==> src/rtl/core/mprm_pkg.sv <==
// Shared types, constants and command structs of the matrix power row-max unit.
package mprm_pkg;

  // Default sizes
  localparam int MAX_ORDER_DEF = 16;
  localparam int FRAC_BITS_DEF = 24;

  // Field widths
  localparam int DATA_W     = 32;
  localparam int OP_W       = 2;
  localparam int RC_W       = 4;
  localparam int ORDER_W    = 5;
  localparam int POWER_W    = 16;
  localparam int START_W    = 4;
  localparam int CFG_IDX_W  = 2;
  localparam int CFG_DATA_W = 16;

  // Opcodes
  localparam logic [OP_W-1:0] OP_LOAD    = 2'd0;
  localparam logic [OP_W-1:0] OP_COMPUTE = 2'd1;
  localparam logic [OP_W-1:0] OP_READ    = 2'd2;

  // Configuration register indexes
  localparam logic [CFG_IDX_W-1:0] CFG_ORDER = 2'd0;
  localparam logic [CFG_IDX_W-1:0] CFG_POWER = 2'd1;
  localparam logic [CFG_IDX_W-1:0] CFG_START = 2'd2;

  // Saturation bounds of the accumulator, in product width
  localparam logic signed [2*DATA_W-1:0] ACC_MAX =
    {{(DATA_W+1){1'b0}}, {(DATA_W-1){1'b1}}};
  localparam logic signed [2*DATA_W-1:0] ACC_MIN =
    {{(DATA_W+1){1'b1}}, {(DATA_W-1){1'b0}}};

  typedef struct packed {
    logic [OP_W-1:0]          opcode;
    logic [RC_W-1:0]          row;
    logic [RC_W-1:0]          col;
    logic signed [DATA_W-1:0] value;
  } in_item_t;

  typedef struct packed {
    logic signed [DATA_W-1:0] entry_value;
    logic signed [DATA_W-1:0] row_max;
    logic                     saturated;
  } out_item_t;

  typedef enum logic [1:0] {
    RES_ZERO,
    RES_COMPUTE,
    RES_READ
  } res_kind_t;

  typedef enum logic [3:0] {
    ST_IDLE,
    ST_COPY_RD,
    ST_COPY_WR,
    ST_STEP_CHK,
    ST_MAC,
    ST_CMP_RD,
    ST_DRAIN,
    ST_WRITE,
    ST_STEP_END,
    ST_SCAN,
    ST_SCAN_DRAIN,
    ST_READ_WAIT,
    ST_RESULT
  } state_t;

  // Controller to datapath commands
  typedef struct packed {
    logic      s_we;        // write source matrix
    logic      s_re;        // read source matrix
    logic      p_re;        // read current product buffer
    logic      p_we;        // write a product buffer
    logic      p_wr_other;  // write goes to the other buffer, data from accumulator
    logic      mac_issue;
    logic      mac_first;
    logic      scan_issue;
    logic      scan_first;
    logic      sat_clr;
    logic      diff_clr;
    logic      flip;        // swap current and other buffers
    logic      out_load;
    res_kind_t out_kind;
    logic      rd_in_range;
  } dp_cmd_t;

  // Datapath to controller status
  typedef struct packed {
    logic diff;             // some entry changed during this step
  } dp_status_t;

endpackage

==> src/rtl/core/mprm_ctrl.sv <==
// Controller: configuration registers, handshakes and the compute sequencer.
module mprm_ctrl
  import mprm_pkg::*;
#(
  parameter int MAX_ORDER = MAX_ORDER_DEF,
  localparam int IDX_W  = $clog2(MAX_ORDER),
  localparam int ADDR_W = 2 * IDX_W,
  localparam int CNT_W  = $clog2(MAX_ORDER + 1)
) (
  input  logic                  clk,
  input  logic                  rst,
  input  logic                  in_valid,
  output logic                  in_ready,
  input  in_item_t              in_data,
  output logic                  out_valid,
  input  logic                  out_ready,
  input  logic                  cfg_valid,
  output logic                  cfg_ready,
  input  logic [CFG_IDX_W-1:0]  cfg_index,
  input  logic [CFG_DATA_W-1:0] cfg_data,
  input  dp_status_t            status,
  output dp_cmd_t               cmd,
  output logic [ADDR_W-1:0]     s_waddr,
  output logic [ADDR_W-1:0]     s_raddr,
  output logic [ADDR_W-1:0]     p_waddr,
  output logic [ADDR_W-1:0]     p_raddr
);

  state_t             state, state_next;
  logic [ORDER_W-1:0] cfg_order;
  logic [POWER_W-1:0] cfg_power;
  logic [START_W-1:0] cfg_start;
  logic [IDX_W-1:0]   i, i_next;
  logic [IDX_W-1:0]   j, j_next;
  logic [IDX_W-1:0]   k, k_next;
  logic [POWER_W-1:0] step, step_next;
  logic [CNT_W-1:0]   n_act, n_act_next;
  logic [CNT_W-1:0]   res_order, res_order_next;
  logic [IDX_W-1:0]   r_row, r_row_next;
  res_kind_t          kind, kind_next;
  logic               rd_ok, rd_ok_next;
  logic               out_valid_next;
  logic [CNT_W-1:0]   n_eff;
  logic [IDX_W-1:0]   r_eff;
  logic [IDX_W-1:0]   n_last;
  logic [IDX_W-1:0]   in_row;
  logic [IDX_W-1:0]   in_col;
  logic               last_i;
  logic               last_j;
  logic               last_k;
  logic               load_ok;
  logic               read_ok;

  assign cfg_ready = 1'b1;
  assign in_ready  = (state == ST_IDLE);

  // Configuration registers
  always_ff @(posedge clk) begin
    if (rst) begin
      cfg_order <= ORDER_W'(1);
      cfg_power <= POWER_W'(1);
      cfg_start <= '0;
    end else if (cfg_valid) begin
      case (cfg_index)
        CFG_ORDER: cfg_order <= cfg_data[ORDER_W-1:0];
        CFG_POWER: cfg_power <= cfg_data[POWER_W-1:0];
        CFG_START: cfg_start <= cfg_data[START_W-1:0];
        default: ;
      endcase
    end
  end

  // Effective order and start row
  always_comb begin
    if (cfg_order == '0) begin
      n_eff = CNT_W'(1);
    end else if (32'(cfg_order) > MAX_ORDER) begin
      n_eff = CNT_W'(MAX_ORDER);
    end else begin
      n_eff = CNT_W'(cfg_order);
    end
    if (32'(cfg_start) < 32'(n_eff)) begin
      r_eff = IDX_W'(cfg_start);
    end else begin
      r_eff = IDX_W'(n_eff - CNT_W'(1));
    end
  end

  assign n_last  = IDX_W'(n_act - CNT_W'(1));
  assign last_i  = (i == n_last);
  assign last_j  = (j == n_last);
  assign last_k  = (k == n_last);
  assign in_row  = IDX_W'(in_data.row);
  assign in_col  = IDX_W'(in_data.col);
  assign load_ok = (32'(in_data.row) < MAX_ORDER) && (32'(in_data.col) < MAX_ORDER);
  assign read_ok = (32'(in_data.row) < 32'(res_order)) && (32'(in_data.col) < 32'(res_order));

  // State and control registers
  always_ff @(posedge clk) begin
    if (rst) begin
      state     <= ST_IDLE;
      out_valid <= 1'b0;
      res_order <= CNT_W'(1);
      i         <= '0;
      j         <= '0;
      k         <= '0;
      step      <= '0;
      n_act     <= CNT_W'(1);
      r_row     <= '0;
      kind      <= RES_ZERO;
      rd_ok     <= 1'b0;
    end else begin
      state     <= state_next;
      out_valid <= out_valid_next;
      res_order <= res_order_next;
      i         <= i_next;
      j         <= j_next;
      k         <= k_next;
      step      <= step_next;
      n_act     <= n_act_next;
      r_row     <= r_row_next;
      kind      <= kind_next;
      rd_ok     <= rd_ok_next;
    end
  end

  // Next state and commands
  always_comb begin
    state_next     = state;
    out_valid_next = out_valid && !out_ready;
    res_order_next = res_order;
    i_next         = i;
    j_next         = j;
    k_next         = k;
    step_next      = step;
    n_act_next     = n_act;
    r_row_next     = r_row;
    kind_next      = kind;
    rd_ok_next     = rd_ok;
    cmd            = '0;
    cmd.out_kind   = kind;
    cmd.rd_in_range = rd_ok;
    s_waddr        = {in_row, in_col};
    s_raddr        = {i, j};
    p_waddr        = {i, j};
    p_raddr        = {i, j};

    case (state)
      ST_IDLE: begin
        if (in_valid) begin
          case (in_data.opcode)
            OP_LOAD: begin
              cmd.s_we   = load_ok;
              kind_next  = RES_ZERO;
              state_next = ST_RESULT;
            end
            OP_COMPUTE: begin
              cmd.sat_clr    = 1'b1;
              n_act_next     = n_eff;
              res_order_next = n_eff;
              r_row_next     = r_eff;
              i_next         = '0;
              j_next         = '0;
              state_next     = ST_COPY_RD;
            end
            OP_READ: begin
              cmd.p_re   = 1'b1;
              p_raddr    = {in_row, in_col};
              rd_ok_next = read_ok;
              kind_next  = RES_READ;
              state_next = ST_READ_WAIT;
            end
            default: begin
              kind_next  = RES_ZERO;
              state_next = ST_RESULT;
            end
          endcase
        end
      end

      ST_READ_WAIT: begin
        state_next = ST_RESULT;
      end

      // Copy the source into the current buffer
      ST_COPY_RD: begin
        cmd.s_re   = 1'b1;
        state_next = ST_COPY_WR;
      end

      ST_COPY_WR: begin
        cmd.p_we = 1'b1;
        if (last_j) begin
          j_next = '0;
          if (last_i) begin
            i_next     = '0;
            step_next  = POWER_W'(1);
            state_next = ST_STEP_CHK;
          end else begin
            i_next     = i + IDX_W'(1);
            state_next = ST_COPY_RD;
          end
        end else begin
          j_next     = j + IDX_W'(1);
          state_next = ST_COPY_RD;
        end
      end

      ST_STEP_CHK: begin
        i_next = '0;
        j_next = '0;
        k_next = '0;
        if (step < cfg_power) begin
          cmd.diff_clr = 1'b1;
          state_next   = ST_MAC;
        end else begin
          state_next = ST_SCAN;
        end
      end

      // One dot product term per cycle
      ST_MAC: begin
        cmd.s_re      = 1'b1;
        cmd.p_re      = 1'b1;
        cmd.mac_issue = 1'b1;
        cmd.mac_first = (k == '0);
        s_raddr       = {i, k};
        p_raddr       = {k, j};
        if (last_k) begin
          k_next     = '0;
          state_next = ST_CMP_RD;
        end else begin
          k_next = k + IDX_W'(1);
        end
      end

      // Fetch the old entry for the fixed-point check
      ST_CMP_RD: begin
        cmd.p_re   = 1'b1;
        state_next = ST_DRAIN;
      end

      ST_DRAIN: begin
        state_next = ST_WRITE;
      end

      ST_WRITE: begin
        cmd.p_we       = 1'b1;
        cmd.p_wr_other = 1'b1;
        state_next     = ST_MAC;
        if (last_j) begin
          j_next = '0;
          if (last_i) begin
            i_next     = '0;
            state_next = ST_STEP_END;
          end else begin
            i_next = i + IDX_W'(1);
          end
        end else begin
          j_next = j + IDX_W'(1);
        end
      end

      // Stop early once the product repeats
      ST_STEP_END: begin
        j_next = '0;
        if (status.diff) begin
          cmd.flip   = 1'b1;
          step_next  = step + POWER_W'(1);
          state_next = ST_STEP_CHK;
        end else begin
          state_next = ST_SCAN;
        end
      end

      ST_SCAN: begin
        cmd.p_re       = 1'b1;
        cmd.scan_issue = 1'b1;
        cmd.scan_first = (j == '0);
        p_raddr        = {r_row, j};
        if (last_j) begin
          j_next     = '0;
          state_next = ST_SCAN_DRAIN;
        end else begin
          j_next = j + IDX_W'(1);
        end
      end

      ST_SCAN_DRAIN: begin
        kind_next  = RES_COMPUTE;
        state_next = ST_RESULT;
      end

      ST_RESULT: begin
        if (!out_valid || out_ready) begin
          cmd.out_load   = 1'b1;
          out_valid_next = 1'b1;
          state_next     = ST_IDLE;
        end
      end

      default: begin
        state_next = ST_IDLE;
      end
    endcase
  end

endmodule

==> config.mk <==
export PLATFORM = sky130hd
export DESIGN_NAME = mprm_ctrl
export DESIGN_NICKNAME = d
export VERILOG_FILES = /design/src/rtl/core/mprm_pkg.sv /design/src/rtl/core/mprm_ctrl.sv
export SDC_FILE = /design/constraint.sdc
export NUM_CORES = 1
export LEC_CHECK = 0
export BUFFER_PORTS_ARGS = -buffer_cell sky130_fd_sc_hd__buf_2
export CAP_MARGIN = 20
export CORE_ASPECT_RATIO = 1.75
export CORE_MARGIN = 3
export CORE_UTILIZATION = 54
export CTS_BUF_LIST = sky130_fd_sc_hd__clkbuf_16
export CTS_CLUSTER_SIZE = 30
export DETAILED_ROUTE_END_ITERATION = 8
export MAX_ROUTING_LAYER = met4
export PLACE_DENSITY = 0.8
export SLEW_MARGIN = 40
export SYNTH_ARGS = -nofsm -noshare
export SYNTH_HDL_FRONTEND = slang
export SYNTH_SLANG_ARGS = --single-unit
==> constraint.sdc <==
create_clock -name clk -period 2.9 [get_ports clk]
set_input_delay 0.145 -clock clk [delete_from_list [all_inputs] [get_ports clk]]
set_output_delay 0.145 -clock clk [all_outputs]
set_load 0.005 [all_outputs]
==> results of run 1 <==
cells by family after synthesis:
family / Yosys count / synth area share
AND/OR/NAND/NOR: 199 / 0.212
AO/OA/AOI/OAI: 118 / 0.160
buffers and inverters: 76 / 0.0789
flip-flops: 70 / 0.317
adder cells (fa/ha/maj): 36 / 0.102
XOR/XNOR: 34 / 0.0803
multiplexers: 21 / 0.0495
other: 1 / 0.000847
cell type report:
cell class              instances  area, um^2  share of cell area
clock inverters                 7        47.5             0.00930
well taps                      90         113              0.0220
repair buffers                 96         513               0.100
clock buffers                   9         225              0.0441
multi-input cells             409        2680               0.524
flip-flops and latches         70        1400               0.274
inverters                      35         131              0.0257
critical path, delay by kind of cell, from the launching register on:
kind / cells / cell delay [ns]
flip-flops: 1 / 0.51
AND/OR/NAND/NOR: 4 / 0.79
AO/OA/AOI/OAI: 3 / 0.46
buffers and inverters: 2 / 0.46
layout by cell type, fill, tap and decap left out, types with 5 or more instances in the layout:
master,count
sky130_fd_sc_hd__nor2_1,60
sky130_fd_sc_hd__inv_1,32
sky130_fd_sc_hd__dfxtp_1,69
sky130_fd_sc_hd__clkbuf_16,9
sky130_fd_sc_hd__mux2_2,6
sky130_fd_sc_hd__o21ai_0,27
sky130_fd_sc_hd__a21boi_0,5
sky130_fd_sc_hd__xor2_1,17
sky130_fd_sc_hd__buf_4,13
sky130_fd_sc_hd__nand4_1,6
sky130_fd_sc_hd__and3_1,8
sky130_fd_sc_hd__nand2b_1,8
sky130_fd_sc_hd__buf_2,83
sky130_fd_sc_hd__nor3_1,8
sky130_fd_sc_hd__mux2i_1,14
sky130_fd_sc_hd__ha_1,36
sky130_fd_sc_hd__nand2_1,69
sky130_fd_sc_hd__a21oi_1,49
sky130_fd_sc_hd__xnor2_1,13
sky130_fd_sc_hd__nand3_1,12
registers in the layout, summed over array words and instances, names as in the netlist:
name	flops
kind	2
state	4
res_order	5
out_valid	1
cfg_start	4
j	4
cfg_order	5
i	4
rd_ok	1
cfg_power	16
step	16
r_row	4
k	4
power breakdown:
| part | leakage [nW] | switching [W] | total [W] | internal, W |
|---|---|---|---|---|
| combinational | 1.59 | 0.000778 | 0.00136 | 0.000584 |
| clock | 0.134 | 0.000431 | 0.00101 | 0.000579 |
| sequential | 0.568 | 0.000158 | 0.00120 | 0.00104 |
| total | 2.29 | 0.00137 | 0.00357 | 0.00220 |
per-stage QoR:
| stage | cell area, um^2 | worst slack [ns] | total power, W | utilization | hold slack (ns) |
|---|---|---|---|---|---|
| after floorplan | 4430 | 0.715 | 0.00211 | - | 0.274 |
| after global placement | 4830 | 0.567 | 0.00250 | 0.607 | 0.391 |
| after detailed placement | 4830 | 0.526 | 0.00254 | 0.607 | 0.391 |
| after CTS | 5110 | 0.230 | 0.00356 | 0.641 | 0.0344 |
| after global routing | 5110 | 0.0103 | 0.00377 | 0.642 | 0.0387 |
| final | 5110 | 0.208 | 0.00357 | 0.642 | 0.0414 |
layer usage:
metal / wire [um] / share of wire / vias to the layer above
li1: - / - / 2023
met1: 4220 / 0.36 / 1951
met2: 6220 / 0.54 / 149
met3: 521 / 0.045 / 48
met4: 657 / 0.057 / 0
met5: 0 / 0 / -
how the worst max path moves through the flow:
stage,start,depth (start not counted),end
global placement,res_order[1],9,step[13]
floorplan,res_order[0],10,step[13]
finish,state[2],9,p_raddr[7]
CTS,state[3],9,p_raddr[7]
detailed placement,res_order[1],9,step[13]
global route,state[2],9,p_raddr[4]
==> metrics.txt, run 1 <==
# TYPE chip_impl_metric gauge
chip_impl_metric{name="area_delta_synth_final",unit="%"} 15.5
chip_impl_metric{name="final.fill_count",unit=""} 676
chip_impl_metric{name="seq_area_frac_synth",unit=""} 0.317
chip_impl_metric{name="core",unit="um^2"} 7960
chip_impl_metric{name="place.gp.congestion",unit=""} 0.954
chip_impl_metric{name="met2_track_utilization_from_global_routing",unit=""} 0.455
chip_impl_metric{name="global_route.usage.total",unit=""} 0.263
chip_impl_metric{name="post_drt_wl_per_cell",unit="um"} 16.2
chip_impl_info{name="synth_largest_area_cell",value="sky130_fd_sc_hd__dfxtp_1"} 1
chip_impl_metric{name="maxCapViolCount",unit=""} 0
chip_impl_metric{name="route.detailed.vias_per_inst",unit=""} 5.83
chip_impl_metric{name="grt_max_degree",unit=""} 42
chip_impl_metric{name="die_w",unit="um"} 74.4
chip_impl_metric{name="drt_iter0_markers",unit=""} 213
chip_impl_metric{name="overflow",unit=""} 0
chip_impl_metric{name="fmaxAchievable",unit="MHz"} 371
chip_impl_metric{name="fin_crit_sh",unit=""} 0.928
chip_impl_metric{name="clock_skew",unit="ns"} 0.00687
chip_impl_metric{name="ctsLongestPathBuffers",unit=""} 2
chip_impl_metric{name="place_hpwl",unit="um"} 8720
chip_impl_metric{name="tightest_slew",unit="ns"} 0.697
chip_impl_info{name="run_status",value="finished, final reports clean"} 1
chip_impl_metric{name="clock_latency",unit="ns"} 0.34
chip_impl_metric{name="initial_core_util",unit=""} 0.556
chip_impl_metric{name="drc_errors",unit=""} 0
chip_impl_metric{name="die_h",unit="um"} 126
chip_impl_metric{name="post_cts.resized_instances",unit=""} 0
chip_impl_metric{name="io_pins",unit=""} 117
chip_impl_metric{name="setup_violations",unit=""} 0
chip_impl_metric{name="critPathRequiredTime",unit="ns"} 2.76
chip_impl_metric{name="synth_seq_cells",unit=""} 70
chip_impl_metric{name="globalRouteMet3Util",unit=""} 0.0399
chip_impl_metric{name="timing.reg2reg.setup_slack",unit="ns"} 0.50
chip_impl_metric{name="async_flop_share",unit=""} 0
chip_impl_metric{name="reg2regPathDepth",unit=""} 9
chip_impl_info{name="tightest_hold_check_type",value="in2reg"} 1
chip_impl_metric{name="detailroute.via_count",unit=""} 4171
chip_impl_metric{name="slew_headroom",unit=""} 0.532
chip_impl_metric{name="finalNonFillerCells",unit=""} 716
chip_impl_metric{name="cts_hold_buf",unit=""} 0
chip_impl_metric{name="antenna_violations_before_repair",unit=""} 0
chip_impl_metric{name="number_of_buffers_created_by_cts",unit=""} 9
chip_impl_metric{name="grt_first_pass_wirelength",unit="um"} 18600
chip_impl_metric{name="route.antenna.remaining_nets",unit=""} 0
chip_impl_info{name="crit_type",value="reg2out"} 1
chip_impl_info{name="origin_of_the_critical_flop_to_flop_path",value="res_order[1]"} 1
chip_impl_metric{name="power.ir.vdd_worst",unit="mV"} 0.523
chip_impl_info{name="synthTopCellsByArea",value="sky130_fd_sc_hd__dfxtp_1, sky130_fd_sc_hd__ha_1, sky130_fd_sc_hd__nand2_1"} 1
chip_impl_metric{name="cpPeakStageDelay",unit="ns"} 0.51
chip_impl_info{name="worst_r2r_dst",value="step[13]"} 1
chip_impl_metric{name="dr.pass1.iters",unit=""} 4
chip_impl_info{name="gr_peak_layer",value="met2"} 1
chip_impl_metric{name="finalNetCount",unit=""} 723
chip_impl_metric{name="critical_path_arrival",unit="ns"} 2.55
chip_impl_metric{name="htree_num_levels",unit=""} 3
chip_impl_info{name="hold_critical_path_endpoint",value="cfg_power[11]"} 1
chip_impl_metric{name="clk_pin_slew",unit="ns"} 0.06
chip_impl_info{name="slowest_stage",value="sky130_fd_sc_hd__dfxtp_1"} 1
chip_impl_metric{name="power_leakage",unit="nW"} 2.29
chip_impl_metric{name="synthDominantCellAreaShare",unit=""} 0.317
chip_impl_metric{name="slew_violations",unit=""} 0
chip_impl_metric{name="period_needed",unit="ns"} 2.69
chip_impl_metric{name="yosysWarnings",unit=""} 0
chip_impl_metric{name="synth.avg_cell_area",unit="um^2"} 7.97
chip_impl_metric{name="fp.dieArea",unit="um^2"} 9360
chip_impl_info{name="clk_root_buffer_cell",value="sky130_fd_sc_hd__clkbuf_16"} 1
chip_impl_metric{name="number_of_standard_cell_rows_in_the_floorplan",unit=""} 43
chip_impl_metric{name="post_synth_num_cell_types",unit=""} 59
chip_impl_metric{name="timing.final.hold_violations",unit=""} 0
chip_impl_metric{name="synth_enable_flop_cells",unit=""} 0
chip_impl_metric{name="power_density",unit="nW/um^2"} 699
chip_impl_info{name="worst_setup_path_start_kind",value="flop"} 1
chip_impl_metric{name="crit_path_max_fanout",unit=""} 18
chip_impl_info{name="crit_path_end_kind",value="output pin"} 1
chip_impl_metric{name="antenna_diodes",unit=""} 0
chip_impl_metric{name="portBuffers",unit=""} 83
chip_impl_metric{name="met1_use_gr",unit=""} 0.263
chip_impl_metric{name="placed_cells_incl_taps",unit=""} 700
chip_impl_metric{name="cts.repair_timing.setup_buffer_count",unit=""} 0
chip_impl_info{name="most_repeated_cell_in_the_gate_level_netlist_after_synthesis",value="sky130_fd_sc_hd__dfxtp_1"} 1
chip_impl_info{name="timing.critical_path.cells",value="nand2b_1 -> nand2b_1 -> clkinv_1 -> nand2_1 -> a21boi_0 -> a21oi_1 -> nor2_1 -> a21oi_1 -> buf_2"} 1
chip_impl_metric{name="detail_route.wirelength",unit="um"} 11600
chip_impl_metric{name="final_layout_size_suffix_gt1_frac",unit=""} 0.203
chip_impl_metric{name="grt_pass1_vias",unit=""} 4090
chip_impl_metric{name="syn_inst",unit=""} 555
chip_impl_info{name="holdCritStartpoint",value="cfg_data[11]"} 1
chip_impl_metric{name="final.setup.tns",unit="ns"} 0
chip_impl_info{name="synth.top_cells.by_count",value="sky130_fd_sc_hd__dfxtp_1, sky130_fd_sc_hd__nand2_1, sky130_fd_sc_hd__nor2_1"} 1
chip_impl_metric{name="syn-cell-area",unit="um^2"} 4430
chip_impl_info{name="synth_ff_type",value="sky130_fd_sc_hd__dfxtp_1"} 1
chip_impl_info{name="clock_tree_from_tritoncts",value="built"} 1
chip_impl_metric{name="worstHoldPathCells",unit=""} 3
chip_impl_metric{name="cts_sinks",unit=""} 70
chip_impl_info{name="rsz0062_at_grt",value="false"} 1
chip_impl_metric{name="synth.net_count",unit=""} 657
No activity file was read; power rests on OpenSTA's default activity.
==> run 2: changes to the inputs <==
==> constraint.sdc (replaced) <==
create_clock -name clk -period 2.9 [get_ports clk]
set_input_delay 0.145 -clock clk [delete_from_list [all_inputs] [get_ports clk]]
set_output_delay 0.145 -clock clk [all_outputs]
set_load 0.05 [all_outputs]
==> run 2 against run 1 <==
Compared with the run above: register-to-register slack lost 0.02 ns; non-clock buffer count shrank 2; sequential power shrank 5%; hold slack gained 0.0094 ns; clock power grew 32%; critical path type unchanged; die area is the same; wire length shrank 3.5%; sequential share of layout area shrank 0.46 points; combinational power grew 41%; worst setup slack gained 0.052 ns.
==> metrics.txt, run 2 (synthesis gave the netlist of run 1 again) <==
# TYPE chip_impl_metric gauge
chip_impl_info{name="run_status",value="finished, final reports clean"} 1
chip_impl_metric{name="io_pins",unit=""} 117
chip_impl_metric{name="slew_violations",unit=""} 0
chip_impl_info{name="timing.critical_path.max_delay_family",value="simple AND/OR/NAND/NOR gates"} 1
chip_impl_info{name="origin_of_the_critical_flop_to_flop_path",value="res_order[1]"} 1
chip_impl_info{name="crit_type",value="reg2out"} 1
chip_impl_metric{name="grt_first_pass_wirelength",unit="um"} 18100
chip_impl_metric{name="fp.dieArea",unit="um^2"} 9360
chip_impl_metric{name="fmaxAchievable",unit="MHz"} 379
chip_impl_metric{name="area_delta_synth_final",unit="%"} 17.5
chip_impl_metric{name="timing.final.hold_violations",unit=""} 0
chip_impl_metric{name="clock_skew",unit="ns"} 0.00503
chip_impl_metric{name="timing.reg2reg.setup_slack",unit="ns"} 0.48
chip_impl_metric{name="finalNetCount",unit=""} 721
chip_impl_metric{name="portBuffers",unit=""} 83
chip_impl_metric{name="cts.repair_timing.setup_buffer_count",unit=""} 0
chip_impl_metric{name="final.setup.tns",unit="ns"} 0
chip_impl_metric{name="post_cts.resized_instances",unit=""} 0
chip_impl_metric{name="worstHoldPathCells",unit=""} 3
chip_impl_metric{name="power.ir.vdd_worst",unit="mV"} 0.614
chip_impl_metric{name="cpPeakStageDelay",unit="ns"} 0.46
chip_impl_metric{name="clk_pin_slew",unit="ns"} 0.05
chip_impl_metric{name="die_w",unit="um"} 74.4
chip_impl_metric{name="clock_latency",unit="ns"} 0.33
chip_impl_metric{name="detail_route.wirelength",unit="um"} 11200
chip_impl_info{name="clock_tree_from_tritoncts",value="built"} 1
chip_impl_metric{name="power_density",unit="nW/um^2"} 846
chip_impl_metric{name="number_of_buffers_created_by_cts",unit=""} 9
chip_impl_metric{name="final_layout_size_suffix_gt1_frac",unit=""} 0.202
chip_impl_metric{name="final.fill_count",unit=""} 691
chip_impl_metric{name="antenna_violations_before_repair",unit=""} 0
chip_impl_metric{name="place.gp.congestion",unit=""} 0.901
chip_impl_metric{name="ctsLongestPathBuffers",unit=""} 2
chip_impl_metric{name="grt_max_degree",unit=""} 29
chip_impl_metric{name="drc_errors",unit=""} 0
chip_impl_metric{name="dp_slack",unit="ns"} 0.494
chip_impl_metric{name="initial_core_util",unit=""} 0.556
chip_impl_metric{name="reg2regPathDepth",unit=""} 9
chip_impl_info{name="clk_root_buffer_cell",value="sky130_fd_sc_hd__clkbuf_16"} 1
chip_impl_info{name="largestRegisters",value="cfg_power (16), step (16)"} 1
chip_impl_info{name="crit_path_end_kind",value="output pin"} 1
chip_impl_metric{name="worst-path-buf-inv",unit=""} 2
chip_impl_metric{name="overflow",unit=""} 0
chip_impl_metric{name="slew_headroom",unit=""} 0.571
chip_impl_metric{name="global_route.usage.total",unit=""} 0.254
chip_impl_metric{name="setup_violations",unit=""} 0
chip_impl_info{name="timing.critical_path.cells",value="nand2b_1 -> nand2b_1 -> clkinv_1 -> nand2_1 -> a21boi_0 -> a21oi_1 -> nor2_1 -> a21oi_1 -> buf_2"} 1
chip_impl_metric{name="power_leakage",unit="nW"} 2.33
chip_impl_metric{name="cts_hold_buf",unit=""} 0
chip_impl_metric{name="core",unit="um^2"} 7960
chip_impl_info{name="worst_r2r_dst",value="step[13]"} 1
chip_impl_info{name="tightest_hold_check_type",value="in2reg"} 1
chip_impl_metric{name="cts_sinks",unit=""} 70
chip_impl_metric{name="route.detailed.vias_per_inst",unit=""} 5.70
chip_impl_metric{name="htree_num_levels",unit=""} 3
chip_impl_metric{name="tightest_slew",unit="ns"} 0.642
chip_impl_metric{name="critical_path_arrival",unit="ns"} 2.49
chip_impl_metric{name="die_h",unit="um"} 126
chip_impl_info{name="hold_critical_path_endpoint",value="cfg_power[12]"} 1
chip_impl_metric{name="dr.pass1.iters",unit=""} 7
chip_impl_info{name="holdCritStartpoint",value="cfg_data[12]"} 1
chip_impl_metric{name="number_of_standard_cell_rows_in_the_floorplan",unit=""} 43
chip_impl_metric{name="maxCapViolCount",unit=""} 0
chip_impl_metric{name="crit_path_max_fanout",unit=""} 15
chip_impl_info{name="mostFrequentLayoutCell",value="sky130_fd_sc_hd__buf_2"} 1
chip_impl_metric{name="period_needed",unit="ns"} 2.64
chip_impl_metric{name="grt_pass1_vias",unit=""} 3925
chip_impl_metric{name="critPathRequiredTime",unit="ns"} 2.76
chip_impl_metric{name="antenna_diodes",unit=""} 0
chip_impl_info{name="final_cell_mix",value="sky130_fd_sc_hd__buf_2, sky130_fd_sc_hd__nand2_1, sky130_fd_sc_hd__dfxtp_1"} 1
chip_impl_metric{name="post_drt_wl_per_cell",unit="um"} 15.7
chip_impl_metric{name="finish.utilization",unit=""} 0.653
chip_impl_info{name="slowest_stage",value="sky130_fd_sc_hd__dfxtp_2"} 1
chip_impl_info{name="worst_setup_path_start_kind",value="flop"} 1
chip_impl_metric{name="route.antenna.remaining_nets",unit=""} 0
chip_impl_metric{name="detailroute.via_count",unit=""} 4073
chip_impl_metric{name="fin_crit_sh",unit=""} 0.910
chip_impl_info{name="rsz0062_at_grt",value="false"} 1
chip_impl_metric{name="setup_slack",unit="ns"} 0.260
chip_impl_metric{name="place_hpwl",unit="um"} 8530
chip_impl_metric{name="power.total",unit="W"} 0.00440
chip_impl_metric{name="drt_iter0_markers",unit=""} 188
==> run 2: changes by cell type in the layout (fill, tap and decap cells not counted), sizes merged <==
cell,previous run,this run
clkinv,6,4
clkinvlp,1,0
inv,35,34
buf,96,94
bufinv,0,4
==> run 2: through the flow <==
step	hold slack (ns)	instances	cell area, um^2
3_3_place_gp	0.387	698	4830
6_report	0.0509	714	5200
3_5_place_dp	0.394	698	4830
5_1_grt	0.0486	714	5200
2_1_floorplan	0.274	555	4440
4_1_cts	0.0427	714	5200
==> run 2: worst reg2reg max path, delay by kind of cell, from the launching register on <==
kind | cells | cell delay, ns
AO/OA/AOI/OAI | 2 | 0.41
XOR/XNOR | 1 | 0.26
adder cells (fa/ha/maj) | 1 | 0.26
buffers and inverters | 1 | 0.13
flip-flops | 1 | 0.32
AND/OR/NAND/NOR | 4 | 0.98
==> run 2: worst max path at each step <==
stage	startpoint	end	slack (ns)	cells past startpoint
after floorplan	state[0]	p_raddr[4]	0.1	8
after global placement	res_order[1]	step[13]	0.56	9
after detailed placement	res_order[1]	step[13]	0.49	9
after CTS	state[3]	p_raddr[7]	0.16	9
after global routing	state[3]	p_raddr[7]	0.05	9
final	state[3]	p_raddr[7]	0.26	9
==> run 2: area by class of cell <==
type	count	area [um^2]	area share
well taps	90	113	0.0217
flip-flops and latches	70	1400	0.270
clock inverters	7	138	0.0265
inverters	35	131	0.0253
repair buffers	94	498	0.0958
multi-input cells	409	2690	0.518
clock buffers	9	225	0.0433
==> run 2: metal layers <==
metal | track usage | part of all wire | wire length, um | vias up
met5 | - | 0 | 0 | -
met4 | 0.124 | 0.042 | 467 | 0
met3 | 0.0455 | 0.042 | 471 | 32
met2 | 0.442 | 0.54 | 6040 | 124
met1 | 0.265 | 0.38 | 4230 | 1894
li1 | - | - | - | 2023
==> run 2: power by group <==
group	total [W]	internal (W)	switching, W
Sequential	0.00114	0.00104	0.000103
Clock	0.00133	0.000923	0.000410
Combinational	0.00192	0.000590	0.00133
Total	0.00440	0.00255	0.00184
==> run 3: changes to the inputs <==
==> constraint.sdc (replaced) <==
create_clock -name clk -period 2.9 [get_ports clk]
set_input_delay 0.58 -clock clk [delete_from_list [all_inputs] [get_ports clk]]
set_output_delay 0.58 -clock clk [all_outputs]
set_load 0.05 [all_outputs]
==> run 3 against run 2 <==
Compared with the run above: clock power grew 9%; maximum frequency decreased by 4.5%; highest routed layer unchanged; cell count is 0.98% higher; power grew 5.1%; final area increased by 2.7%; via count up 2.2%; combinational power grew 5%; critical endpoint is now cmd[5]; critical path type unchanged; first-iteration DRC count is 12% higher; wire length rose by 2.3%; critical path depth decreased by 2.
==> metrics.txt, run 3 (synthesis gave the netlist of run 1 again) <==
# TYPE chip_impl_metric gauge
chip_impl_metric{name="global_route.usage.total",unit=""} 0.257
chip_impl_info{name="clk_root_buffer_cell",value="sky130_fd_sc_hd__clkbuf_16"} 1
chip_impl_metric{name="cts_sinks",unit=""} 70
chip_impl_metric{name="period_needed",unit="ns"} 2.76
chip_impl_metric{name="clk_pin_slew",unit="ns"} 0.06
chip_impl_metric{name="io_pins",unit=""} 117
chip_impl_metric{name="grt_pass1_vias",unit=""} 3932
chip_impl_info{name="worst_setup_path_start_kind",value="flop"} 1
chip_impl_metric{name="initial_core_util",unit=""} 0.556
chip_impl_metric{name="drc_errors",unit=""} 0
chip_impl_metric{name="final_layout_size_suffix_gt1_frac",unit=""} 0.230
chip_impl_metric{name="finalNetCount",unit=""} 728
chip_impl_metric{name="detailroute.via_count",unit=""} 4163
chip_impl_metric{name="holdWs",unit="ns"} 0.453
chip_impl_metric{name="number_of_buffers_created_by_cts",unit=""} 9
chip_impl_metric{name="clock_skew",unit="ns"} 0.00755
chip_impl_metric{name="antenna_diodes",unit=""} 0
chip_impl_metric{name="clock_latency",unit="ns"} 0.34
chip_impl_metric{name="power.ir.vdd_worst",unit="mV"} 0.685
chip_impl_metric{name="slew_violations",unit=""} 0
chip_impl_metric{name="ctsLongestPathBuffers",unit=""} 2
chip_impl_info{name="run_status",value="finished, final reports clean"} 1
chip_impl_metric{name="route.detailed.vias_per_inst",unit=""} 5.77
chip_impl_info{name="final_cell_mix",value="sky130_fd_sc_hd__buf_2, sky130_fd_sc_hd__nand2_1, sky130_fd_sc_hd__dfxtp_1"} 1
chip_impl_metric{name="fmaxAchievable",unit="MHz"} 362
chip_impl_metric{name="power.total",unit="W"} 0.00462
chip_impl_metric{name="dr.pass1.iters",unit=""} 5
chip_impl_metric{name="die_h",unit="um"} 126
chip_impl_metric{name="area_delta_synth_final",unit="%"} 20.6
chip_impl_metric{name="setup_violations",unit=""} 0
chip_impl_metric{name="drt_iter0_markers",unit=""} 210
chip_impl_metric{name="finalNonFillerCells",unit=""} 721
chip_impl_metric{name="detail_route.wirelength",unit="um"} 11500
chip_impl_metric{name="slew_headroom",unit=""} 0.573
chip_impl_metric{name="grt_first_pass_wirelength",unit="um"} 18200
chip_impl_metric{name="setup_slack",unit="ns"} 0.136
chip_impl_metric{name="placed_cells_incl_taps",unit=""} 702
chip_impl_metric{name="critical_path_arrival",unit="ns"} 2.18
chip_impl_metric{name="portBuffers",unit=""} 83
chip_impl_metric{name="timing.final.hold_violations",unit=""} 0
chip_impl_metric{name="tightest_slew",unit="ns"} 0.639
chip_impl_metric{name="power_leakage",unit="nW"} 2.38
chip_impl_metric{name="fin_crit_sh",unit=""} 0.953
chip_impl_info{name="tightest_hold_check_type",value="reg2reg"} 1
chip_impl_metric{name="htree_num_levels",unit=""} 3
chip_impl_metric{name="die_w",unit="um"} 74.4
chip_impl_metric{name="core",unit="um^2"} 7960
chip_impl_metric{name="antenna_violations_before_repair",unit=""} 0
chip_impl_metric{name="overflow",unit=""} 0
chip_impl_metric{name="critPathRequiredTime",unit="ns"} 2.32
chip_impl_metric{name="cts_hold_buf",unit=""} 0
chip_impl_info{name="clock_tree_from_tritoncts",value="built"} 1
chip_impl_metric{name="dp_slack",unit="ns"} 0.286
chip_impl_metric{name="route.antenna.remaining_nets",unit=""} 0
chip_impl_info{name="crit_path_end_kind",value="output pin"} 1
chip_impl_metric{name="fp.dieArea",unit="um^2"} 9360
chip_impl_metric{name="crit_path_max_fanout",unit=""} 2
chip_impl_info{name="mostFrequentLayoutCell",value="sky130_fd_sc_hd__buf_2"} 1
chip_impl_info{name="crit_type",value="reg2out"} 1
chip_impl_metric{name="place_hpwl",unit="um"} 8800
chip_impl_metric{name="place.gp.congestion",unit=""} 0.980
chip_impl_metric{name="post_drt_wl_per_cell",unit="um"} 15.9
chip_impl_info{name="rsz0062_at_grt",value="true"} 1
chip_impl_metric{name="power_density",unit="nW/um^2"} 866
chip_impl_info{name="largestRegisters",value="cfg_power (16), step (16)"} 1
chip_impl_metric{name="grt_max_degree",unit=""} 24
chip_impl_metric{name="number_of_standard_cell_rows_in_the_floorplan",unit=""} 43
chip_impl_metric{name="maxCapViolCount",unit=""} 0
==> run 3: cell types whose count changed in the layout (fill, tap and decap cells not counted), moves of 3 or more <==
cell	change
sky130_fd_sc_hd__buf_2	-3
sky130_fd_sc_hd__a21oi_1	-4
sky130_fd_sc_hd__a21boi_0	-3
sky130_fd_sc_hd__a21oi_2	+4
sky130_fd_sc_hd__buf_4	+8
==> run 3: cell type report <==
| type | instances | area, um^2 |
|---|---|---|
| clock buffers | 9 | 225 |
| well taps | 90 | 113 |
| inverters | 35 | 135 |
| clock inverters | 7 | 168 |
| fillers | 675 | 2630 |
| multi-input cells | 409 | 2740 |
| flip-flops and latches | 70 | 1400 |
| repair buffers | 101 | 558 |
==> run 3: routing by layer <==
metal  up-vias  routed length, um  track usage  share of wire
met2       162               6260        0.460           0.55
li1       2045                  -            -              -
met5         -                  0            -              0
met4         0                474        0.122          0.041
met3        36                546       0.0383          0.048
met1      1920               4190        0.264           0.37
==> run 3: worst max-delay path, cell delays in order, from the launching register on <==
cell                       delay (ns)
sky130_fd_sc_hd__dfxtp_1         0.33
sky130_fd_sc_hd__inv_1           0.05
sky130_fd_sc_hd__ha_1            0.28
sky130_fd_sc_hd__o211ai_1        0.09
sky130_fd_sc_hd__a2111o_1        0.45
sky130_fd_sc_hd__a31oi_1         0.31
sky130_fd_sc_hd__nor3_2          0.10
sky130_fd_sc_hd__clkbuf_4        0.23
==> run 3: through the flow <==
stage / area (um^2) / setup TNS [ns] / utilization
after global placement: 4890 / 0 / 0.614
after floorplan: 4470 / -0.612 / -
after CTS: 5310 / -0.00137 / 0.666
after global routing: 5340 / -0.0354 / 0.670
final: 5340 / 0 / 0.670
after detailed placement: 4900 / 0 / 0.615
==> run 3: timing repair <==
item,in CTS,in global routing
resized for setup,1,12
setup endpoints to repair,3,5
cloned,0,0
pin swaps,1,1
buffers inserted,2,1
==> run 3: final timing paths <==
check / startpoint / end / slack [ns] / cells after the start
setup / recovery: cfg_power[2] / cmd[5] / 0.14 / 7
hold / removal: cfg_power[13] / cfg_power[13] / 0.45 / 2
setup reg to reg: res_order[0] / step[13] / 0.24 / 9
hold reg to reg: cfg_power[13] / cfg_power[13] / 0.45 / 2
==> run 3: power breakdown <==
group          total (W)  internal (W)  switching, W
Combinational    0.00201      0.000653       0.00135
Clock            0.00145       0.00102      0.000434
Sequential       0.00116       0.00104      0.000119
